$ cat src/hdl/barc_pkg.sv
package barc_pkg;

   localparam int FRAME_RATE = 60;

   localparam int WRAP_W    = 9;
   localparam int DELAY_W   = 8;
   localparam int CURSOR_W  = 8;
   localparam int SUBMODE_W = 8;
   localparam int FRAME_W   = 32;
   localparam int CSR_W     = 32;
   localparam int CSR_AW    = 3;

   localparam logic [WRAP_W-1:0]    WRAP_RESET    = 9'd256;
   localparam logic [WRAP_W-1:0]    WRAP_MAX      = 9'd256;
   localparam logic [DELAY_W-1:0]   DELAY_RESET   = DELAY_W'((FRAME_RATE / 2) % 256);
   localparam logic [SUBMODE_W-1:0] SUBMODE_RESET = 8'd255;

   typedef enum logic {
      REG_WRAP_SIZE     = 1'b0,
      REG_REPEAT_DELAY  = 1'b1
   } reg_index_type;

   typedef struct packed {
      logic                 button_up;
      logic                 button_down;
      logic [SUBMODE_W-1:0] submode;
      logic [FRAME_W-1:0]   frame_number;
   } item_type;

   typedef struct packed {
      logic [WRAP_W-1:0]  wrap_size;
      logic [DELAY_W-1:0] repeat_delay;
   } cfg_type;

endpackage

$ cat src/hdl/barc_core.sv
module barc_core (
   input  logic                             clock,
   input  logic                             reset,
   input  logic                             fire,
   input  barc_pkg::item_type               item,
   input  barc_pkg::cfg_type                cfg,
   input  logic                             clear_cursor,
   output logic [barc_pkg::CURSOR_W-1:0]    cursor_next
);
   import barc_pkg::*;

   logic                 prev_up_ff, prev_up_in;
   logic                 prev_down_ff, prev_down_in;
   logic [SUBMODE_W-1:0] seen_submode_ff, seen_submode_in;
   logic [CURSOR_W-1:0]  cursor_ff, cursor_in;
   logic [FRAME_W-1:0]   start_frame_ff, start_frame_in;

   logic                 up_edge, down_edge, up_only, down_only, repeat_due;
   logic [CURSOR_W-1:0]  base;
   logic [WRAP_W-1:0]    wrap_eff, inc;
   logic [FRAME_W-1:0]   held;

   always_comb begin
      up_edge   = item.button_up != prev_up_ff;
      down_edge = item.button_down != prev_down_ff;
      up_only   = item.button_up & ~item.button_down;
      down_only = item.button_down & ~item.button_up;

      // wrap of zero behaves as one, anything past 256 as 256
      if (cfg.wrap_size == '0) begin
         wrap_eff = WRAP_W'(1);
      end else if (cfg.wrap_size > WRAP_MAX) begin
         wrap_eff = WRAP_MAX;
      end else begin
         wrap_eff = cfg.wrap_size;
      end

      base = (item.submode != seen_submode_ff) ? '0 : cursor_ff;
      held = item.frame_number - start_frame_ff;
      repeat_due = (held > FRAME_W'(cfg.repeat_delay)) && !held[0];
      inc = {1'b0, base} + WRAP_W'(1);

      start_frame_in = start_frame_ff;
      if ((up_only && up_edge) || (down_only && down_edge)) begin
         start_frame_in = item.frame_number;
      end

      // cursor stays below wrap_eff, so wrapping is a single compare
      if (up_only && (up_edge || repeat_due)) begin
         cursor_next = (inc == wrap_eff) ? '0 : inc[CURSOR_W-1:0];
      end else if (down_only && (down_edge || repeat_due)) begin
         cursor_next = (base == '0) ? CURSOR_W'(wrap_eff - WRAP_W'(1))
                                    : base - CURSOR_W'(1);
      end else begin
         cursor_next = base;
      end

      prev_up_in      = item.button_up;
      prev_down_in    = item.button_down;
      seen_submode_in = item.submode;
      cursor_in       = cursor_next;
   end

   always_ff @(posedge clock) begin
      if (reset) begin
         prev_up_ff      <= 1'b0;
         prev_down_ff    <= 1'b0;
         seen_submode_ff <= SUBMODE_RESET;
         cursor_ff       <= '0;
         start_frame_ff  <= '0;
      end else if (fire) begin
         prev_up_ff      <= prev_up_in;
         prev_down_ff    <= prev_down_in;
         seen_submode_ff <= seen_submode_in;
         cursor_ff       <= cursor_in;
         start_frame_ff  <= start_frame_in;
      end else if (clear_cursor) begin
         cursor_ff <= '0;
      end
   end

endmodule

$ cat src/hdl/button_auto_repeat_cursor.sv
// Button auto-repeat cursor.
//
// Request channel (req_*): one transaction per display frame carrying the two
// button levels, the submode number and the running frame count. Response
// channel (rsp_*): one transaction per request with the cursor after that
// frame, in request order. Both use valid/ready.
//
// An accepted request waits in the request register until the step logic
// fires and writes its cursor to the two-entry response buffer (output
// register plus skid register). Throughput is one transaction per cycle while
// the receiver keeps up. The cursor state updates in the same cycle the step
// logic fires, so each frame sees the state left by the last.
//
// When the receiver stalls, the request register still drains into the skid
// register; req_ready drops only once both response entries and the request
// register are full. Reset empties all buffers, sets cursor 0, the last seen
// submode to 255, the wrap to 256 and the repeat delay to 30 frames.
// CSR (APB-style, zero wait states): 0x0 wrap size (a write clears the
// cursor), 0x4 repeat_delay_frames. Write only while the block is idle.
module button_auto_repeat_cursor (
   input  logic                              clock,
   input  logic                              reset,
   input  logic                              req_valid,
   output logic                              req_ready,
   input  logic                              req_button_up,
   input  logic                              req_button_down,
   input  logic [barc_pkg::SUBMODE_W-1:0]    req_submode,
   input  logic [barc_pkg::FRAME_W-1:0]      req_frame_number,
   output logic                              rsp_valid,
   input  logic                              rsp_ready,
   output logic [barc_pkg::CURSOR_W-1:0]     rsp_cursor,
   input  logic                              csr_psel,
   input  logic                              csr_penable,
   input  logic                              csr_pwrite,
   input  logic [barc_pkg::CSR_AW-1:0]       csr_paddr,
   input  logic [barc_pkg::CSR_W-1:0]        csr_pwdata,
   output logic [barc_pkg::CSR_W-1:0]        csr_prdata,
   output logic                              csr_pready
);
   import barc_pkg::*;

   // configuration registers
   cfg_type       cfg_ff;
   logic          csr_write;
   reg_index_type csr_index;

   assign csr_pready = 1'b1;
   assign csr_write  = csr_psel & csr_penable & csr_pwrite & csr_pready;
   assign csr_index  = reg_index_type'(csr_paddr[2]);

   always_ff @(posedge clock) begin
      if (reset) begin
         cfg_ff.wrap_size    <= WRAP_RESET;
         cfg_ff.repeat_delay <= DELAY_RESET;
      end else if (csr_write) begin
         unique case (csr_index)
            REG_WRAP_SIZE:    cfg_ff.wrap_size    <= csr_pwdata[WRAP_W-1:0];
            REG_REPEAT_DELAY: cfg_ff.repeat_delay <= csr_pwdata[DELAY_W-1:0];
            default: ;
         endcase
      end
   end

   always_comb begin
      unique case (csr_index)
         REG_WRAP_SIZE:    csr_prdata = CSR_W'(cfg_ff.wrap_size);
         REG_REPEAT_DELAY: csr_prdata = CSR_W'(cfg_ff.repeat_delay);
         default:          csr_prdata = '0;
      endcase
   end

   // request register
   logic     s1_valid_ff;
   item_type s1_item_ff;
   logic     fire, req_take;

   // response buffer: head register drives the port, skid catches a stall
   logic                rsp_valid_ff, skid_valid_ff, pop;
   logic [CURSOR_W-1:0] rsp_cursor_ff, skid_cursor_ff, cursor_next;

   assign pop       = rsp_valid_ff & rsp_ready;
   assign fire      = s1_valid_ff & ~skid_valid_ff;
   assign req_ready = ~s1_valid_ff | fire;
   assign req_take  = req_valid & req_ready;

   always_ff @(posedge clock) begin
      if (reset) begin
         s1_valid_ff <= 1'b0;
      end else if (req_ready) begin
         s1_valid_ff <= req_valid;
      end
      if (req_take) begin
         s1_item_ff.button_up    <= req_button_up;
         s1_item_ff.button_down  <= req_button_down;
         s1_item_ff.submode      <= req_submode;
         s1_item_ff.frame_number <= req_frame_number;
      end
   end

   barc_core u_core (
      .clock        (clock),
      .reset        (reset),
      .fire         (fire),
      .item         (s1_item_ff),
      .cfg          (cfg_ff),
      .clear_cursor (csr_write && csr_index == REG_WRAP_SIZE),
      .cursor_next  (cursor_next)
   );

   always_ff @(posedge clock) begin
      if (reset) begin
         rsp_valid_ff  <= 1'b0;
         skid_valid_ff <= 1'b0;
      end else if (pop) begin
         if (skid_valid_ff) begin
            // fire is low while the skid is full
            rsp_cursor_ff <= skid_cursor_ff;
            skid_valid_ff <= 1'b0;
         end else begin
            rsp_valid_ff  <= fire;
            rsp_cursor_ff <= cursor_next;
         end
      end else if (fire) begin
         if (!rsp_valid_ff) begin
            rsp_valid_ff  <= 1'b1;
            rsp_cursor_ff <= cursor_next;
         end else begin
            skid_valid_ff  <= 1'b1;
            skid_cursor_ff <= cursor_next;
         end
      end
   end

   assign rsp_valid  = rsp_valid_ff;
   assign rsp_cursor = rsp_cursor_ff;

endmodule

$ cat config.mk
export PLATFORM = sky130hd
export DESIGN_NAME = button_auto_repeat_cursor
export DESIGN_NICKNAME = d
export VERILOG_FILES = /design/src/hdl/barc_pkg.sv /design/src/hdl/barc_core.sv /design/src/hdl/button_auto_repeat_cursor.sv
export SDC_FILE = /design/constraint.sdc
export NUM_CORES = 1
export LEC_CHECK = 0
export BUFFER_PORTS_ARGS = -buffer_cell sky130_fd_sc_hd__buf_2
export CORE_MARGIN = 4
export CORE_UTILIZATION = 42
export CTS_BUF_LIST = sky130_fd_sc_hd__clkbuf_16
export DETAILED_ROUTE_END_ITERATION = 8
export GPL_TIMING_DRIVEN = 0
export PLACE_DENSITY = 0.7
export SLEW_MARGIN = 20
export SYNTH_ARGS = -nofsm -noshare
export SYNTH_HDL_FRONTEND = slang
export SYNTH_SLANG_ARGS = --single-unit
export TNS_END_PERCENT = 5
$ cat constraint.sdc
create_clock -name clock -period 4.95 [get_ports clock]
set_clock_uncertainty 0.05 [all_clocks]
set_input_delay 0.7425 -clock clock [delete_from_list [all_inputs] [get_ports clock]]
set_output_delay 0.7425 -clock clock [all_outputs]
set_load 0.1 [all_outputs]
==> results of run 1 <==
==> layout make-up <==
class	instances	area share [%]
well taps	265	3.359
repair buffers	82	4.361
multi-input cells	756	47.56
flip-flops and latches	128	31.84
plain buffers	73	4.132
diodes	1	0.02535
inverters	61	2.320
clock inverters	15	2.092
clock buffers	17	4.310
==> metrics by stage <==
step / total power, mW / instance area, µm² / hold WS, ps / setup TNS, ps
6_report: 3.185 / 9871 / 401.9 / 0
2_1_floorplan: 1.704 / 8404 / 386.3 / 0
5_1_grt: 3.322 / 9871 / 419.3 / 0
3_5_place_dp: 1.847 / 9170 / 396.8 / 0
3_3_place_gp: 1.834 / 9121 / 391.8 / -15530
4_1_cts: 3.196 / 9802 / 405.0 / 0
==> cell families (layout without fill, tap and decap cells) <==
family | Yosys count | in the layout
fa+ha+maj | 43 | 43
buf+inv | 134 | 248
other cells | 2 | 25
compound gates | 272 | 272
xor+xnor | 32 | 32
flops | 128 | 128
mux | 13 | 13
simple gates | 372 | 372
==> what timing repair did <==
item | in CTS | in global routing
gates resized for setup | 0 | 13
hold buffers | 0 | 0
setup endpoints to repair | 0 | 21
buffers inserted | 0 | 2
==> synthesized netlist by cell type, drive strengths merged (9+ instances only) <==
master | number | area share (%)
ha | 42 | 6.3
and3 | 11 | 0.83
o211ai | 12 | 1.1
and2 | 9 | 0.68
dfxtp | 70 | 17
nand4 | 16 | 1.2
nor2 | 71 | 3.2
mux2 | 9 | 1.2
nand3 | 27 | 1.6
nand2 | 173 | 7.8
xnor2 | 15 | 1.6
edfxtp | 58 | 21
nand2b | 11 | 0.83
a31oi | 12 | 0.90
inv | 61 | 2.8
o21ai | 42 | 2.6
buf | 39 | 3.3
a21oi | 99 | 6.5
clkbuf | 34 | 1.5
a21o | 19 | 1.7
xor2 | 17 | 1.8
nand3b | 9 | 0.81
==> path summary, 6_finish.rpt <==
path                                                 from  depth (start not counted)                        end  slack [ps]
worst max-delay path                        s1_item_ff[1]                         20              rsp_cursor[3]         290
worst min-delay path            u_core.start_frame_ff[10]                          2  u_core.start_frame_ff[10]         400
worst max register to register              s1_item_ff[1]                         20              rsp_cursor[3]         290
worst min register to register  u_core.start_frame_ff[10]                          2  u_core.start_frame_ff[10]         400
==> routing by layer <==
layer	wire, µm	up-vias	track usage, %
li1	-	3775	-
met1	9591	3426	25.26
met2	9765	235	29.89
met3	1335	35	3.737
met4	475	0	7.048
met5	0	-	0
==> sequential cells by signal, summed over array words and instances (netlist names) <==
register,flops
s1_item_ff,42
s1_valid_ff,1
u_core.prev_up_ff,1
skid_cursor_ff,8
u_core.start_frame_ff,32
rsp_valid,1
rsp_cursor,8
u_core.seen_submode_ff,8
u_core.cursor_ff,8
cfg_ff,17
skid_valid_ff,1
u_core.prev_down_ff,1
==> power breakdown <==
part / internal [mW] / total, mW / switching [mW]
Clock: 0.848 / 1.35 / 0.497
Sequential: 1.16 / 1.19 / 0.0308
Combinational: 0.215 / 0.652 / 0.436
==> worst reg2reg max path, stage by stage (launching register included) <==
cell and delay (ps):
edfxtp_1 410, ha_1 300, nor2b_1 160, o2111ai_2 260, nand2_2 100, a21o_1 200, a21oi_2 140, xnor2_1 150
ha_1 280, a21oi_1 140, o21ai_0 90, o22ai_1 150, and4_1 200, and4_1 180, nand4_1 150, or4_1 430
buf_4 190, and2_1 170, buf_6 130, a311o_1 380, a221oi_2 250
==> results.cfg, run 1 <==
[finish]
layout_commonest_cell = nand2_1
multi_input_area_mm2 = 0.004695
nNetsFinal = 1246
fin_cells = 1398
syn_to_final_growth_pct = 18.61
mostFrequentLayoutCells = 172 x nand2_1, 90 x a21oi_1, 86 x buf_2
fillers = 1850
regArea_mm2 = 0.003143
drive_gt1_share_pct = 17.14
utilization_pct = 50.72

[drt]
drc = 0
drt-total-wl_mm = 21.17
vias_per_cell = 5.344
dr.pass1.iters = 5
antenna_left = 0
vias = 7471
first_iter_violations = 530
wire_per_inst_um = 15.14

[synth]
synth_flop_cell = dfxtp_1
synth_top_family_by_area = compound AO/OA/AOI/OAI gates
yosys.area_share.xor_xnor_pct = 3.368
syn_area_mm2 = 0.008322
synth-compound-area-share_pct = 22.19
synthCells = 996
post_synth_num_cell_types = 80
synth_edf_count = 58
synth_seq_area_share_pct = 37.77
synthAdderAreaFrac_pct = 6.555
synthSimpleGateAreaFrac_pct = 20.72
yosysWarningCount = 0
syn_area_per_cell_um2 = 8.355
ys_async_sr_fraction_pct = 0
ys_ff_latch = 128
synth.mux.area_fraction_pct = 1.699

[pwr]
leakage_nw = 3.861
power.density_mw_per_mm2 = 322.6
ir_worst_vdd_mv = 0.2468

[global_route]
antenna_found_initial = 1
grt_pass1_wl_mm = 33.47
grt_usage_pct = 18.73
grt_overflow_total = 0
grt_pass1_vias = 6828
grt_max_degree = 33

[floorplanning]
rows = 51
initial_core_util_pct = 42.76
die_area_mm2 = 0.02213
die_w_um = 148.8
core_area_mm2 = 0.01946
io_pins = 127
die_h_um = 148.8

[clock_tree]
cts_tree = yes
clock-sinks = 128
cts_buffers = 17
clkTransAtPathRegs_ps = 70
htreeDepth = 4
worstSkewPairLatency_ps = 430
clockBufferDepth = 2
cts-root-buf = clkbuf_16

[setup_path]
setup.worst_path.class = register to register
path_buf_inv = 2
crit_chain = ha_1 -> nor2b_1 -> o2111ai_2 -> nand2_2 -> a21o_1 -> a21oi_2 -> xnor2_1 -> ha_1 -> a21oi_1 -> o21ai_0 -> o22ai_1 -> and4_1 -> and4_1 -> nand4_1 -> or4_1 -> buf_4 -> and2_1 -> buf_6 -> a311o_1 -> a221oi_2
start_kind = register
max_stage_delay_ps = 430
cp.required_ps = 5160
cp-end-kind = register
arrival_ps = 4870
cp_top_family = compound AO/OA/AOI/OAI gates
cp_max_fo = 10
critPathSlowestCell = or4_1

[timing]
rsz0062_at_grt = false
slew_headroom_pct = 51.02
fmax_mhz = 214.7
hold_viol = 0
slew_violations = 0
tightest_slew_ps = 732.0
period_needed_ps = 4657
min_period_over_period_pct = 94.09
setup_violations = 0
setup_slack_ps = 292.7

[place]
gp_congestion = 0.9275
pre_cts_ws_ps = 91.14
portBuffers = 77
dp_hpwl_mm = 16.24
dp.cells = 1363

[job]
maxCapViolations = 0

[hold_path]
hp-class = register to register

[outcome]
status = finished clean
Power figures use the tool's default switching activity.
==> inputs of run 2 (changes only) <==
--- a/config.mk
+++ b/config.mk
@@ -12,6 +12,8 @@
 export DETAILED_ROUTE_END_ITERATION = 8
 export GPL_TIMING_DRIVEN = 0
 export PLACE_DENSITY = 0.7
+export RECOVER_POWER = 25
+export SETUP_SLACK_MARGIN = 0.4
 export SLEW_MARGIN = 20
 export SYNTH_ARGS = -nofsm -noshare
 export SYNTH_HDL_FRONTEND = slang
==> run 2 against run 1 <==
Effect of this change: critical endpoint unchanged; register-to-register slack better by 150 ps; total power rose by 0.60%; maximum frequency increased by 3.4%; count of clock-buffer cells in the layout did not move; global-route usage is 0.10 points higher; first-iteration DRC count grew 5.5%; sequential power hardly changed; combinational power increased by 3.2%; critical path depth down 1; via count grew 1.5%; largest power group unchanged.
==> results.cfg, run 2 (synthesized netlist as in run 1, its figures left out) <==
[drt]
wire_per_inst_um = 15.31
first_iter_violations = 559
routed.top_layer = met4
dr.pass1.iters = 5
met2_length_mm = 10.09
antenna_left = 0
drt-total-wl_mm = 21.55
routed-wl-met3_mm = 1.571
vias_per_cell = 5.387
vias = 7585
met1_length_mm = 9.451
drc = 0

[clock_tree]
cts_tree = yes
worstSkewPairLatency_ps = 420
clock-sinks = 128
cts_buffers = 17
cts-root-buf = clkbuf_16
clkTransAtPathRegs_ps = 60
htreeDepth = 4
clockBufferDepth = 2

[global_route]
grt_pass1_wl_mm = 33.65
grt_usage_pct = 18.84
grt_overflow_total = 0
grt_max_degree = 33
grt_pass1_vias = 6878
antenna_found_initial = 1

[timing]
rsz0062_at_grt = true
setup_slack_ps = 445.9
fin_setup_tns_ps = 0
slew_violations = 0
slew_headroom_pct = 45.58
min_period_over_period_pct = 90.99
period_needed_ps = 4504
whs_ps = 401.8
hold_viol = 0
fmax_mhz = 222.0
tightest_slew_ps = 815.9
setup_violations = 0

[floorplanning]
die_area_mm2 = 0.02213
io_pins = 127
die_w_um = 148.8
rows = 51
die_h_um = 148.8
initial_core_util_pct = 42.76
core_area_mm2 = 0.01946

[place]
place_area_mm2 = 0.009170
dp_hpwl_mm = 16.24
dp.cells = 1363
gp_congestion = 0.9275
portBuffers = 77
pre_cts_ws_ps = 91.14

[setup_path]
setup.worst_path.class = register to register
cp_max_fo = 6
crit_chain = ha_4 -> a21oi_4 -> and2_4 -> nand2_1 -> a21o_1 -> a21oi_2 -> xnor2_1 -> ha_1 -> nand4_1 -> o22ai_1 -> and4_1 -> and4_1 -> nand4_1 -> or4_4 -> buf_8 -> and2_4 -> buf_6 -> a311o_1 -> a221oi_2
cp.required_ps = 5160
max_stage_delay_ps = 570
arrival_ps = 4710
start_kind = register
critPathSlowestCell = or4_4
cp-end-kind = register

[finish]
largest_register_ffs = 42
fin_area_mm2 = 0.01002
top_regs = s1_item_ff (42), u_core.start_frame_ff (32), cfg_ff (17)
utilization_pct = 51.46
syn_to_final_growth_pct = 20.36
nNetsFinal = 1256
drive_gt1_share_pct = 18.56
fin_cells = 1408
fillers = 1842
mostFrequentLayoutCells = 172 x nand2_1, 87 x a21oi_1, 85 x buf_2
regMostFlops = s1_item_ff
layout_commonest_cell = nand2_1

[outcome]
status = finished clean

[hold_path]
hp-class = register to register

[pwr]
power.density_mw_per_mm2 = 319.9
p_total_mw = 3.204
leakage_nw = 3.924
ir_worst_vdd_mv = 0.2492

[job]
maxCapViolations = 0
[run 2: cell types whose count changed in the layout (fill, tap and decap cells not counted), sizes merged]
cell,delta
buf,+9
clkbuf,+1
[run 2: what timing repair did]
action / CTS / global route
gates resized for setup: 9 / 19
endpoints found under the setup margin: 24 / 24
pin swaps: 11 / 21
hold buffers: 0 / 0
buffers inserted: 6 / 6
[run 2: report_power, final]
part / internal [mW] / leakage, nW / switching, mW / total [mW]
logic: 0.228 / 2.49 / 0.445 / 0.673
clock network: 0.848 / 0.305 / 0.494 / 1.34
registers: 1.16 / 1.13 / 0.0310 / 1.19
[run 2: layout make-up]
cell class / count / area (µm²) / share of cell area (%)
inverters: 61 / 229.0 / 2.286
flip-flops and latches: 128 / 3144 / 31.39
repair buffers: 92 / 504.2 / 5.034
clock buffers: 17 / 425.4 / 4.247
diodes: 1 / 2.502 / 0.02498
well taps: 265 / 331.6 / 3.310
clock inverters: 15 / 206.4 / 2.061
plain buffers: 73 / 415.4 / 4.147
multi-input cells: 756 / 4757 / 47.50
[run 2: worst paths after layout]
| check | from | end | slack, ps | depth (start not counted) |
|---|---|---|---|---|
| hold reg to reg | u_core.start_frame_ff[10] | u_core.start_frame_ff[10] | 400 | 2 |
| setup reg to reg | s1_item_ff[4] | rsp_cursor[3] | 450 | 19 |
| setup / recovery | s1_item_ff[4] | rsp_cursor[3] | 450 | 19 |
| hold / removal | u_core.start_frame_ff[10] | u_core.start_frame_ff[10] | 400 | 2 |
[run 2: layer usage]
| metal | up-vias | global-route usage, % |
|---|---|---|
| met4 | 0 | 7.048 |
| met3 | 30 | 3.737 |
| met1 | 3498 | 25.32 |
| li1 | 3791 | - |
| met5 | - | 0 |
| met2 | 266 | 30.19 |
[run 2: worst max-delay path, delay by kind of cell, from the launching register on]
family          cells  cell delay [ps]
simple gates        8             1610
compound gates      6             1210
fa+ha+maj           2              650
flops               1              460
buf+inv             2              260
xor+xnor            1               90
